<file path="src/rtl/swm_pkg.sv">
// ----------------------------------------------------------------------------
// Sliding window median package
// Sizes, the window entry layout and the command and status groups that pass
// between the controller and the datapath.
// ----------------------------------------------------------------------------
package swm_pkg;

    localparam int WINDOW_DEPTH = 256;
    localparam int SAMPLE_BITS  = 32;
    localparam int ADDR_BITS    = $clog2(WINDOW_DEPTH);
    localparam int COUNT_BITS   = $clog2(WINDOW_DEPTH + 1);
    localparam int LIMIT_BITS   = 9;
    localparam int OUT_BITS     = SAMPLE_BITS + 1;
    localparam int CMP_BITS     = (COUNT_BITS > LIMIT_BITS) ? COUNT_BITS : LIMIT_BITS;

    localparam logic [LIMIT_BITS-1:0] LIMIT_RESET = LIMIT_BITS'(240);

    typedef struct packed {
        logic [SAMPLE_BITS-1:0] value;
        logic [ADDR_BITS-1:0]   age;
    } t_entry;

    typedef enum logic [1:0] {
        RD_IDX,
        RD_MID,
        RD_MID_M1
    } t_rd_sel;

    typedef enum logic [1:0] {
        WR_DEL,
        WR_SHIFT,
        WR_NEW_UP,
        WR_NEW_ZERO
    } t_wr_sel;

    typedef struct packed {
        logic    take_in;
        logic    idx_zero;
        logic    idx_top;
        logic    idx_inc;
        logic    idx_dec;
        logic    rd_en;
        t_rd_sel rd_sel;
        logic    wr_en;
        t_wr_sel wr_sel;
        logic    cnt_inc;
        logic    cnt_dec;
        logic    med_zero;
        logic    med_odd;
        logic    med_hi;
        logic    med_sum;
        logic    out_load;
    } t_cmd;

    typedef struct packed {
        logic samp_valid;
        logic n_zero;
        logic n_full;
        logic n_over_lim;
        logic n_odd;
        logic idx_last;
        logic idx_zero;
        logic age_match;
        logic greater;
    } t_sts;

endpackage

</file>
<file path="src/rtl/swm_ctrl.sv">
// ----------------------------------------------------------------------------
// Sliding window median controller
// Sequences sorted insertion, removal of the oldest entry, trimming to the
// limit and the median read for each accepted word.
// ----------------------------------------------------------------------------
module swm_ctrl (
    input  logic          i_clk,
    input  logic          i_rst_n,
    input  logic          i_valid,
    output logic          o_ready,
    output logic          o_valid,
    input  logic          i_ready,
    input  swm_pkg::t_sts i_sts,
    output swm_pkg::t_cmd o_cmd
);
    import swm_pkg::*;

    typedef enum logic [3:0] {
        S_IDLE,
        S_START,
        S_NEXT,
        S_DEL_START,
        S_DEL_RD,
        S_DEL_ACT,
        S_INS_START,
        S_INS_RD,
        S_INS_ACT,
        S_INS_LAST,
        S_MED_RD0,
        S_MED_RD1,
        S_MED_LO,
        S_OUT
    } t_state;

    t_state r_state;
    t_state n_state;
    logic   r_found;
    logic   n_found;
    logic   r_pend;
    logic   n_pend;
    logic   r_out_valid;
    logic   n_out_valid;
    t_cmd   w_cmd;

    always_comb begin
        n_state     = r_state;
        n_found     = r_found;
        n_pend      = r_pend;
        n_out_valid = r_out_valid && !i_ready;
        w_cmd       = '0;
        w_cmd.rd_sel = RD_IDX;
        w_cmd.wr_sel = WR_DEL;
        unique case (r_state)
            S_IDLE: begin
                if (i_valid) begin
                    w_cmd.take_in = 1'b1;
                    n_state       = S_START;
                end
            end
            S_START: begin
                n_pend  = i_sts.samp_valid;
                n_state = S_NEXT;
            end
            S_NEXT: begin
                if (r_pend && i_sts.n_full) begin
                    n_state = S_DEL_START;
                end else if (r_pend) begin
                    n_state = S_INS_START;
                end else if (i_sts.n_over_lim) begin
                    n_state = S_DEL_START;
                end else begin
                    n_state = S_MED_RD0;
                end
            end
            S_DEL_START: begin
                w_cmd.idx_zero = 1'b1;
                n_found        = 1'b0;
                n_state        = S_DEL_RD;
            end
            S_DEL_RD: begin
                w_cmd.rd_en = 1'b1;
                n_state     = S_DEL_ACT;
            end
            S_DEL_ACT: begin
                if (r_found) begin
                    w_cmd.wr_en  = 1'b1;
                    w_cmd.wr_sel = WR_DEL;
                end
                if (i_sts.age_match) begin
                    n_found = 1'b1;
                end
                if (i_sts.idx_last) begin
                    w_cmd.cnt_dec = 1'b1;
                    n_state       = S_NEXT;
                end else begin
                    w_cmd.idx_inc = 1'b1;
                    n_state       = S_DEL_RD;
                end
            end
            S_INS_START: begin
                n_pend = 1'b0;
                if (i_sts.n_zero) begin
                    w_cmd.wr_en   = 1'b1;
                    w_cmd.wr_sel  = WR_NEW_ZERO;
                    w_cmd.cnt_inc = 1'b1;
                    n_state       = S_NEXT;
                end else begin
                    w_cmd.idx_top = 1'b1;
                    n_state       = S_INS_RD;
                end
            end
            S_INS_RD: begin
                w_cmd.rd_en = 1'b1;
                n_state     = S_INS_ACT;
            end
            S_INS_ACT: begin
                w_cmd.wr_en = 1'b1;
                if (i_sts.greater) begin
                    w_cmd.wr_sel = WR_SHIFT;
                    if (i_sts.idx_zero) begin
                        n_state = S_INS_LAST;
                    end else begin
                        w_cmd.idx_dec = 1'b1;
                        n_state       = S_INS_RD;
                    end
                end else begin
                    w_cmd.wr_sel  = WR_NEW_UP;
                    w_cmd.cnt_inc = 1'b1;
                    n_state       = S_NEXT;
                end
            end
            S_INS_LAST: begin
                w_cmd.wr_en   = 1'b1;
                w_cmd.wr_sel  = WR_NEW_ZERO;
                w_cmd.cnt_inc = 1'b1;
                n_state       = S_NEXT;
            end
            S_MED_RD0: begin
                if (i_sts.n_zero) begin
                    w_cmd.med_zero = 1'b1;
                    n_state        = S_OUT;
                end else begin
                    w_cmd.rd_en  = 1'b1;
                    w_cmd.rd_sel = RD_MID;
                    n_state      = S_MED_RD1;
                end
            end
            S_MED_RD1: begin
                if (i_sts.n_odd) begin
                    w_cmd.med_odd = 1'b1;
                    n_state       = S_OUT;
                end else begin
                    w_cmd.med_hi = 1'b1;
                    w_cmd.rd_en  = 1'b1;
                    w_cmd.rd_sel = RD_MID_M1;
                    n_state      = S_MED_LO;
                end
            end
            S_MED_LO: begin
                w_cmd.med_sum = 1'b1;
                n_state       = S_OUT;
            end
            S_OUT: begin
                if (!r_out_valid || i_ready) begin
                    w_cmd.out_load = 1'b1;
                    n_out_valid    = 1'b1;
                    n_state        = S_IDLE;
                end
            end
            default: begin
                n_state = S_IDLE;
            end
        endcase
    end

    always_ff @(posedge i_clk) begin
        if (!i_rst_n) begin
            r_state     <= S_IDLE;
            r_found     <= 1'b0;
            r_pend      <= 1'b0;
            r_out_valid <= 1'b0;
        end else begin
            r_state     <= n_state;
            r_found     <= n_found;
            r_pend      <= n_pend;
            r_out_valid <= n_out_valid;
        end
    end

    assign o_cmd   = w_cmd;
    assign o_ready = (r_state == S_IDLE);
    assign o_valid = r_out_valid;

endmodule

</file>
<file path="config.mk">
export PLATFORM = sky130hd
export DESIGN_NAME = swm_ctrl
export DESIGN_NICKNAME = d
export VERILOG_FILES = /design/src/rtl/swm_pkg.sv /design/src/rtl/swm_ctrl.sv
export SDC_FILE = /design/constraint.sdc
export NUM_CORES = 1
export LEC_CHECK = 0
export BUFFER_PORTS_ARGS = -buffer_cell sky130_fd_sc_hd__buf_2
export CORE_MARGIN = 2
export CORE_UTILIZATION = 49
export DETAILED_ROUTE_END_ITERATION = 16
export PLACE_DENSITY = 0.85
export REMOVE_ABC_BUFFERS = 1
export SLEW_MARGIN = 20
export SYNTH_ARGS = -nofsm -noshare
export SYNTH_HDL_FRONTEND = slang
export SYNTH_SLANG_ARGS = --single-unit
</file>
<file path="constraint.sdc">
create_clock -name i_clk -period 2.3 [get_ports i_clk]
set_clock_uncertainty 0.1 [all_clocks]
set_input_delay 0.23 -clock i_clk [delete_from_list [all_inputs] [get_ports i_clk]]
set_output_delay 0.23 -clock i_clk [all_outputs]
set_load 0.01 [all_outputs]
</file>
# Yosys cells after proc, flatten, opt, wreduce, memory -nomap -nowiden
# Cells that the tools add are included.
# classes
n_eq_ne	16
n_mux	47
reduce_logical	12
# ops
operator	count
4-bit one-hot mux with 13 select lines	1
4-bit two-way mux	8
4-bit == test, second input constant	6
1-bit two-way mux	24
3-bit two-way mux	6
4-bit by 3-bit == test with 1-bit output, second input constant	4
3-bit one-hot mux with 4 select lines	1
4-bit by 2-bit == test with 1-bit output, second input constant	2
2-bit != test, second input constant	3
1-bit one-hot mux with 3 select lines	2
4-bit by 1-bit == test with 1-bit output, second input constant	1
4-bit zero test	1
2-bit two-way mux	2
1-bit one-hot mux with 2 select lines	2
2-bit one-hot mux with 2 select lines	1
2-bit AND reduction	2
2-bit nonzero test	2
2-bit OR reduction	2
1-bit logical AND	2
1-bit zero test	2
1-bit logical OR	1
# totals
regBits	7

# Longest topological paths before layout
# Gate-level depths: netlist of run 1.
# logic_depth
depth_word	4
mapped_depth	6
ltp_nobuf	4

# Least setup slack after synthesis of run 1
# Ideal clock, no wire load.
# synth_timing
kind	flip-flop to output port
from	register r_state[2]
to	output port o_cmd[12] in the netlist's numbering
arrival_ns	1.130
path_buffers	1
stages_incl_launch_ff	6
setup_slack_ns	0.840
path_cell_list	dfxtp_1 nand2b_1 buf_4 o21ai_1 a22o_1 a22o_1
# synth_lines
item	line	source
from (decl)	swm_ctrl.sv:35	t_state r_state;
from (signal assigned)	swm_ctrl.sv:183	r_state <= n_state;
to (decl)	swm_ctrl.sv:14	output swm_pkg::t_cmd o_cmd

==> impl_metrics.csv, run 1 <==
group,metric,value,unit
final_layout,mostFrequentLayoutCell,"buf_2",
die,die_w,43.0,um
clock_tree,cts-buffers-inserted,3,
logic_synthesis,async_reset_ff_share,0,%
setup_path,cp-start-kind,"flop",
power_and_ir_drop,combPwrFrac,59.8,%
run,drv_cap,0,
power_and_ir_drop,p_int,0.000477,W
setup_path,critPathKind,"flop to output port",
global_route,busiest_layer,"met2",
power_and_ir_drop,clock_power_share,13.3,%
detailed_routing,drt-pass1-iter-count,4,
logic_synthesis,synth_edf_count,0,
sta,period_needed,2.07,ns
logic_synthesis,synthFlopType,"dfxtp_1",
global_route,grt_max_degree,23,
power_and_ir_drop,vdd.ir_drop.worst,0.000632,V
clock_tree,cts_tree,"yes",
detailed_routing,ant_nets,0,
worst_hold_path,min_path_type,"input port to flop",
final_layout,nFillCells,140,
sta,period_share,89.9,%
setup_path,cp_data_arrival_time,1.74,ns
logic_synthesis,synth_area,746,um^2
detailed_routing,routedWlPerCell,12.8,um
sta,max_slew.worst_pin.slew,0.724,ns
die,io_pins,33,
logic_synthesis,ys_seq_area_share,18.8,%
sta,final-max-slew-violation-count,0,
clock_tree,clkTransAtPathRegs,0.06,ns
logic_synthesis,synthCells,103,
detailed_routing,vias_per_cell,5.79,
detailed_routing,drc,0,
global_route,grt_util_all_layers,22.2,%
placement,hpwl,1480,um
clock_tree,cts_resized,0,
global_route,grt_util_met2,39.1,%
power_and_ir_drop,netSwitchingFraction,47.6,%
power_and_ir_drop,p_total,0.000910,W
die,initial_utilization,50.7,%
final_layout,nNetsFinal,147,
sta,final.setup.tns,0,ns
setup_path,cp-end-kind,"output port",
sta,slew_headroom,51.6,%
clock_tree,clock_path_buffers,2,
clock_tree,worstSkewPairLatency,0.26,ns
setup_path,path_max_fanout,22,
final_layout,drive_above_1_share,34.6,%
detailed_routing,initialDrtViolationCount,34,
final_layout,final_util,62.3,%
power_and_ir_drop,p_leak,0.452,nW
global_route,grt_overflow,0,
detailed_routing,drt-total-wl,1910,um
placement,gp_congestion,0.901,
global_route,gr-usage-met1,28.9,%
clock_tree,cts_setup_buffers,0,
logic_synthesis,syn_avg_cell_area,7.24,um^2
final_layout,areaGrowthSynthToFinish,23.0,%
sta,fmax,0.483,GHz
clock_tree,cts.sinks,7,
power_and_ir_drop,p_sw,0.000433,W
global_route,antenna_found_initial,0,
detailed_routing,vias,863,
die,dieArea,1850,um^2
power_and_ir_drop,p_per_area,992,nW/um^2
global_route,grt_pass1_vias,768,
final_layout,layout_common_cells,"buf_2, nor2_1, nand2_1, dfxtp_1",
die,die_y,43.0,um
sta,finalSetupViolations,0,
die,core_area,1470,um^2
logic_synthesis,ys_ff_latch,7,
placement,io_buffers,32,
logic_synthesis,synth_cell_types,40,
logic_synthesis,ys_warn_count,0,
final_layout,insertedDiodeCount,0,
die,num_rows,14,
global_route,grtUsageMet3,3.40,%
global_route,grt_pass1_wl,3240,um
power_and_ir_drop,p_seq_share,26.9,%
sta,rsz0062_at_grt,"false",
clock_tree,postCtsHoldBufs,0,
sta,hold_viol,0,
setup_path,required,1.97,ns
outcome,status,"finished, final reports clean",
clock_tree,htree_num_levels,1,
clock_tree,root_buffer,"clkbuf_4",
[cells by family (layout without fill, tap and decap cells)]
group | Yosys count | count (layout) | synth area share [%]
compound gates | 32 | 32 | 29.2
simple gates | 52 | 52 | 42.8
buf+inv | 12 | 42 | 9.23
flops | 7 | 7 | 18.8
[critical path: stages, from the launching register on]
cell and delay [ns]:
dfxtp_1 0.79, nor2b_1 0.34, and3_1 0.22, buf_2 0.13
[final cells by class]
class                      instances  area [um^2]  area share, %
multi-input combinational         84          537           58.5
timing repair buffer              35          183           19.9
sequential                         7          140           15.3
clock buffer                       4         26.3           2.86
tap                               16         20.0           2.18
inverter                           3         11.3           1.23
[metrics by stage]
stage | instances | setup WS (ns) | cell area (um^2) | hold slack (ns)
after floorplan | 94 | 0.544 | 688 | 0.258
after global placement | 145 | 0.599 | 891 | 0.360
after detailed placement | 145 | 0.567 | 891 | 0.388
after CTS | 149 | 0.268 | 917 | 0.121
after global routing | 149 | 0.0832 | 917 | 0.125
final | 149 | 0.232 | 917 | 0.126
[worst paths after layout]
check | cells past startpoint | slack, ns | startpoint | endpoint
max | 3 | 0.23 | r_state[0]$_SDFFE_PN0P_ | o_cmd[5]
min | 2 | 0.13 | i_rst_n | r_state[2]$_SDFFE_PN0P_
max reg2reg | 3 | 0.53 | r_state[0]$_SDFFE_PN0P_ | r_pend$_SDFFE_PN0P_
min reg2reg | 2 | 0.39 | r_found$_SDFFE_PN0P_ | r_found$_SDFFE_PN0P_
[state kept, by name (all words and copies together), names as in the netlist]
name	count
o_valid	1
r_found	1
r_pend	1
r_state	4
[power groups by stage]
stage / clock network [W] / registers [W] / logic [W]
after CTS: 0.000126 / 0.000241 / 0.000546
final: 0.000121 / 0.000245 / 0.000545
after global routing: 0.000130 / 0.000253 / 0.000613
after floorplan: 0 / 0.000272 / 0.000352
after detailed placement: 0 / 0.000243 / 0.000545
after global placement: 0 / 0.000242 / 0.000530
[Yosys cell counts, types with 2 or more instances]
cell type | instances | area, um^2
buf_2 | 4 | 20.0
a22o_1 | 2 | 17.5
a31oi_1 | 4 | 25.0
buf_4 | 2 | 15.0
a21oi_1 | 5 | 25.0
nor2_1 | 11 | 41.3
nor3_2 | 2 | 20.0
nor2b_1 | 6 | 37.5
and3_1 | 2 | 12.5
nor3_1 | 6 | 30.0
nand2_1 | 7 | 26.3
o31a_1 | 2 | 17.5
nand2b_1 | 5 | 31.3
dfxtp_1 | 7 | 140
o31ai_1 | 3 | 22.5
inv_1 | 3 | 11.3
o21ai_0 | 3 | 15.0
o21ai_1 | 6 | 30.0
nor3b_1 | 2 | 15.0
[metal layers]
layer	share of wire [%]	vias up
li1	-	435
met1	44	399
met2	49	29
met3	6.9	0
met4	0	0
met5	0	-
No activity file was read; power rests on OpenSTA's default activity.
==> run 2, diff against run 1 <==
Settings changed: CORE_UTILIZATION 49 to 40, GPL_ROUTABILITY_DRIVEN set to 0, MAX_ROUTING_LAYER set to met4, PLACE_DENSITY 0.85 to 0.72.
==> run 2 against run 1 <==
  * Core utilization down 9.1 points
  * Clock-buffer cell count is the same
  * Global-route usage decreased by 2.8 points
  * Final cell count increased by 6.0%
  * Register-to-register slack is essentially flat
  * Sequential power grew 2%
  * Die area rose by 20%
  * Largest power group unchanged
  * Via count rose by 0.70%
  * Clock power about the same
  * Combinational power barely moved
  * Design area up 1.2%
  * Critical path depth rose by 1
==> impl_metrics.csv, run 2 (synthesized netlist as in run 1, its figures left out) <==
group,metric,value,unit
outcome,status,"finished, final reports clean",
detailed_routing,vias_per_cell,5.50,
placement,hpwl,1510,um
setup_path,r2r_slack,0.53,ns
clock_tree,clkTransAtPathRegs,0.06,ns
global_route,grtUsageMet3,3.08,%
final_layout,nFillCells,191,
global_route,gr-usage-met1,23.5,%
sta,max_slew.worst_pin.slew,0.720,ns
final_layout,fin_area,928,um^2
sta,finalSetupViolations,0,
clock_tree,worstSkewPairLatency,0.26,ns
global_route,grt_pass1_wl,3020,um
placement,dpl_cell_area,902,um^2
sta,fmax,0.486,GHz
die,die_w,47.2,um
clock_tree,root_buffer,"clkbuf_4",
final_layout,mostFrequentLayoutCell,"buf_2",
worst_hold_path,min_path_type,"input port to flop",
setup_path,cp_data_arrival_time,1.73,ns
power_and_ir_drop,p_total,0.000915,W
clock_tree,cts.sinks,7,
sta,period_share,89.4,%
detailed_routing,vias,869,
die,dieArea,2230,um^2
setup_path,path_cells,"nor2b_1 -> nand3_1 -> o31ai_1 -> buf_2",
setup_path,r2r_start,"r_state[0]$_SDFFE_PN0P_",
power_and_ir_drop,vdd.ir_drop.worst,0.000434,V
global_route,grt_util_all_layers,19.5,%
sta,slew_headroom,51.9,%
clock_tree,htree_num_levels,1,
global_route,grt_pass1_vias,724,
final_layout,nNetsFinal,147,
sta,hold_viol,0,
global_route,grt_max_degree,23,
detailed_routing,routedWlPerCell,12.3,um
setup_path,required,1.97,ns
sta,holdWs,0.122,ns
placement,pre_cts_ws,0.542,ns
run,drv_cap,0,
clock_tree,cts-buffers-inserted,3,
setup_path,reg2reg_depth,3,
final_layout,drive_above_1_share,34.6,%
worst_hold_path,min_path_cells,2,
setup_path,worst-path-buf-inv,1,
clock_tree,cts_resized,0,
clock_tree,postCtsHoldBufs,0,
final_layout,areaGrowthSynthToFinish,24.5,%
detailed_routing,drt-total-wl,1940,um
sta,period_needed,2.06,ns
setup_path,cp-end-kind,"output port",
sta,final.setup.tns,0,ns
global_route,grt_util_met2,31.0,%
final_layout,insertedDiodeCount,0,
global_route,antenna_found_initial,0,
die,core_area,1750,um^2
die,die_y,47.2,um
setup_path,cpMaxStageDelayCell,"dfxtp_1",
setup_path,critPathKind,"flop to output port",
final_layout,largest_reg_flops,4,
final_layout,regMostFlops,"r_state",
power_and_ir_drop,p_per_area,986,nW/um^2
detailed_routing,drc,0,
detailed_routing,ant_nets,0,
clock_tree,cts_tree,"yes",
sta,final-max-slew-violation-count,0,
setup_path,slowest_delay,0.78,ns
placement,io_buffers,32,
power_and_ir_drop,p_leak,0.452,nW
detailed_routing,drt-pass1-iter-count,4,
sta,final.setup.worst_slack,0.244,ns
setup_path,cp-start-kind,"flop",
worst_hold_path,hp-start,"i_rst_n",
die,initial_utilization,42.7,%
worst_hold_path,min_to,"r_state[2]$_SDFFE_PN0P_",
die,io_pins,33,
die,num_rows,15,
sta,rsz0062_at_grt,"false",
setup_path,r2r_end,"r_state[2]$_SDFFE_PN0P_",
global_route,grt_overflow,0,
setup_path,path_max_fanout,22,
clock_tree,clock_path_buffers,2,
detailed_routing,initialDrtViolationCount,13,
final_layout,layout_common_cells,"buf_2, nor2_1, nand2_1, dfxtp_1",
setup_path,critPathTopFamily,"flip-flops",
global_route,busiest_layer,"met2",
clock_tree,cts_setup_buffers,0,
run 2: cell counts in the layout (fill, tap and decap cells not counted):
No cell type changed its count.
run 2: where the power goes:
part	internal [W]	total, W	switching (W)	leakage, nW
Combinational	0.000251	0.000545	0.000294	0.380
Sequential	0.000159	0.000249	0.0000894	0.0572
Clock	0.0000668	0.000121	0.0000545	0.0150
run 2: how the worst max path moves through the flow:
| stage | start | end | slack, ns | depth (start not counted) |
|---|---|---|---|---|
| global route | r_state[0]$_SDFFE_PN0P_ | o_cmd[7] | 0.09 | 4 |
| floorplan | r_state[3]$_SDFFE_PN0P_ | o_cmd[12] | 0.54 | 4 |
| global placement | r_state[0]$_SDFFE_PN0P_ | o_cmd[5] | 0.58 | 3 |
| CTS | r_state[0]$_SDFFE_PN0P_ | o_cmd[7] | 0.25 | 4 |
| finish | r_state[0]$_SDFFE_PN0P_ | o_cmd[7] | 0.24 | 4 |
| detailed placement | r_state[0]$_SDFFE_PN0P_ | o_cmd[7] | 0.54 | 4 |
run 2: metal layers:
layer,vias up,routed length [um],share of wire [%]
met5,-,0,0
met4,0,27,1.4
met3,4,102,5.3
met2,28,908,47
met1,400,899,46
li1,437,-,-
run 2: through the flow:
stage,util (%),instances
CTS,53.2,158
finish,53.2,158
global route,53.2,158
detailed placement,51.7,154
floorplan,-,94
global placement,51.7,154
run 2: cell type report:
class                   count  area (um^2)  area share [%]
multi-input cells          84          537            57.8
repair buffers             35          183            19.7
flip-flops and latches      7          140            15.1
well taps                  25         31.3            3.37
clock buffers               4         26.3            2.83
inverters                   3         11.3            1.21
run 2: worst register-to-register path, stage by stage (launching register included):
cell and delay (ns):
dfxtp_1 0.78, nor2_1 0.22, and4b_1 0.27, o31a_1 0.29
==> run 3, diff against run 2 <==
Settings changed: CELL_PAD_IN_SITES_DETAIL_PLACEMENT set to 1, CELL_PAD_IN_SITES_GLOBAL_PLACEMENT set to 1, CORE_UTILIZATION 40 to 34, PLACE_DENSITY 0.72 to 0.86.
==> run 3 against run 2 <==
  * Core utilization decreased by 7.2 points
  * Clock power about the same
  * Combinational power increased by 5.1%
  * Via count increased by 1.3%
  * Flip-flop and latch count unchanged
  * Register-to-register slack about the same
  * Highest routed layer unchanged
  * Sequential power decreased by 2%
  * Design area increased by 0.27%
  * Clock-buffer cell count unchanged
  * Sequential share of layout area about the same
  * First-iteration DRC count unchanged
  * Global-route usage increased by 1.6 points
==> impl_metrics.csv, run 3 (synthesized netlist as in run 1, its figures left out) <==
group,metric,value,unit
detailed_routing,routedWlPerCell,15.2,um
global_route,grt_pass1_wl,4040,um
final_layout,nNetsFinal,147,
detailed_routing,ant_nets,0,
worst_hold_path,min_to,"r_state[2]$_SDFFE_PN0P_",
final_layout,insertedDiodeCount,0,
setup_path,required,1.97,ns
sta,final-max-slew-violation-count,0,
power_and_ir_drop,p_sw,0.000463,W
die,num_rows,16,
die,io_pins,33,
final_layout,largest_reg_flops,4,
placement,io_buffers,32,
detailed_routing,drc,0,
outcome,status,"finished, final reports clean",
setup_path,cp_data_arrival_time,1.78,ns
setup_path,path_max_fanout,22,
setup_path,cp-end-kind,"output port",
clock_tree,htree_num_levels,1,
worst_hold_path,min_path_cells,2,
clock_tree,cts-buffers-inserted,3,
sta,slew_headroom,51.7,%
detailed_routing,initialDrtViolationCount,13,
die,dieArea,2580,um^2
power_and_ir_drop,p_int,0.000478,W
clock_tree,clock_path_buffers,2,
setup_path,r2r_end,"r_pend$_SDFFE_PN0P_",
clock_tree,cts_resized,0,
detailed_routing,drt-pass1-iter-count,4,
sta,period_needed,2.11,ns
power_and_ir_drop,p_per_area,1010,nW/um^2
detailed_routing,vias,880,
sta,hold_viol,0,
sta,fmax,0.473,GHz
worst_hold_path,min_path_type,"input port to flop",
global_route,grt_overflow,0,
sta,finalSetupViolations,0,
power_and_ir_drop,p_seq_share,26.0,%
setup_path,cp-start-kind,"flop",
clock_tree,clkTransAtPathRegs,0.06,ns
setup_path,reg2reg_depth,3,
global_route,grt_util_all_layers,21.0,%
detailed_routing,drt-total-wl,2420,um
final_layout,nFillCells,271,
final_layout,areaGrowthSynthToFinish,24.8,%
power_and_ir_drop,vdd.ir_drop.worst,0.000442,V
setup_path,critPathKind,"flop to output port",
die,die_y,50.8,um
clock_tree,worstSkewPairLatency,0.27,ns
run,drv_cap,0,
power_and_ir_drop,netSwitchingFraction,49.2,%
final_layout,drive_above_1_share,34.6,%
power_and_ir_drop,p_leak,0.452,nW
detailed_routing,vias_per_cell,5.50,
die,core_area,2020,um^2
sta,final.setup.tns,0,ns
final_layout,mostFrequentLayoutCell,"buf_2",
clock_tree,cts_tree,"yes",
final_layout,regMostFlops,"r_state",
die,initial_utilization,36.9,%
power_and_ir_drop,clock_power_share,13.1,%
sta,max_slew.worst_pin.slew,0.723,ns
clock_tree,root_buffer,"clkbuf_4",
sta,period_share,91.9,%
die,die_w,50.8,um
clock_tree,postCtsHoldBufs,0,
global_route,antenna_found_initial,0,
setup_path,r2r_slack,0.52,ns
clock_tree,cts_setup_buffers,0,
sta,holdWs,0.109,ns
sta,rsz0062_at_grt,"false",
global_route,grt_max_degree,23,
setup_path,r2r_start,"r_state[0]$_SDFFE_PN0P_",
global_route,grt_pass1_vias,851,
placement,hpwl,1930,um
final_layout,layout_common_cells,"buf_2, nor2_1, nand2_1, dfxtp_1",
worst_hold_path,hp-start,"i_rst_n",
clock_tree,cts.sinks,7,
power_and_ir_drop,combPwrFrac,60.9,%
-- run 3: power by group through the flow --
| stage | combinational (W) | sequential, W | clock, W |
|---|---|---|---|
| 2_1_floorplan | 0.000352 | 0.000272 | 0 |
| 3_3_place_gp | 0.000550 | 0.000240 | 0 |
| 3_5_place_dp | 0.000576 | 0.000247 | 0 |
| 4_1_cts | 0.000577 | 0.000244 | 0.000125 |
| 5_1_grt | 0.000638 | 0.000257 | 0.000129 |
| 6_report | 0.000573 | 0.000245 | 0.000123 |
-- run 3: worst max-delay path by stage --
stage	startpoint	endpoint	slack, ns	depth (start not counted)
global route	r_state[0]$_SDFFE_PN0P_	o_cmd[6]	0.05	4
floorplan	r_state[3]$_SDFFE_PN0P_	o_cmd[12]	0.54	4
finish	r_state[0]$_SDFFE_PN0P_	o_cmd[6]	0.19	4
CTS	r_state[0]$_SDFFE_PN0P_	o_cmd[6]	0.19	4
global placement	r_state[0]$_SDFFE_PN0P_	o_cmd[5]	0.55	3
detailed placement	r_state[0]$_SDFFE_PN0P_	o_cmd[6]	0.47	4
-- run 3: final cells by class --
type / count / area (um^2) / share of cell area (%)
repair buffers: 35 / 183 / 19.6
flip-flops and latches: 7 / 140 / 15.1
inverters: 3 / 11.3 / 1.21
well taps: 27 / 33.8 / 3.63
multi-input cells: 84 / 537 / 57.7
clock buffers: 4 / 26.3 / 2.82
-- run 3: through the flow --
stage | instances | worst slack, ns | total power [W] | instance area (um^2) | util (%)
2_1_floorplan | 94 | 0.544 | 0.000623 | 688 | -
3_3_place_gp | 156 | 0.551 | 0.000790 | 905 | 44.7
3_5_place_dp | 156 | 0.473 | 0.000823 | 905 | 44.7
4_1_cts | 160 | 0.194 | 0.000946 | 931 | 46.0
5_1_grt | 160 | 0.0534 | 0.00102 | 931 | 46.0
6_report | 160 | 0.187 | 0.000940 | 931 | 46.0
-- run 3: worst max-delay path: stages (launching register included) --
cell,delay (ns)
dfxtp_1,0.79
nor2b_1,0.25
nand3_1,0.22
o31ai_1,0.10
buf_2,0.16
-- run 3: routing by layer --
layer	track usage [%]	up-vias	share of wire (%)	routed length, um
met5	-	-	0	0
met4	4.05	0	0.83	20
met3	4.09	4	5.0	121
met2	36.2	25	50	1210
met1	25.9	415	44	1080
li1	-	436	-	-
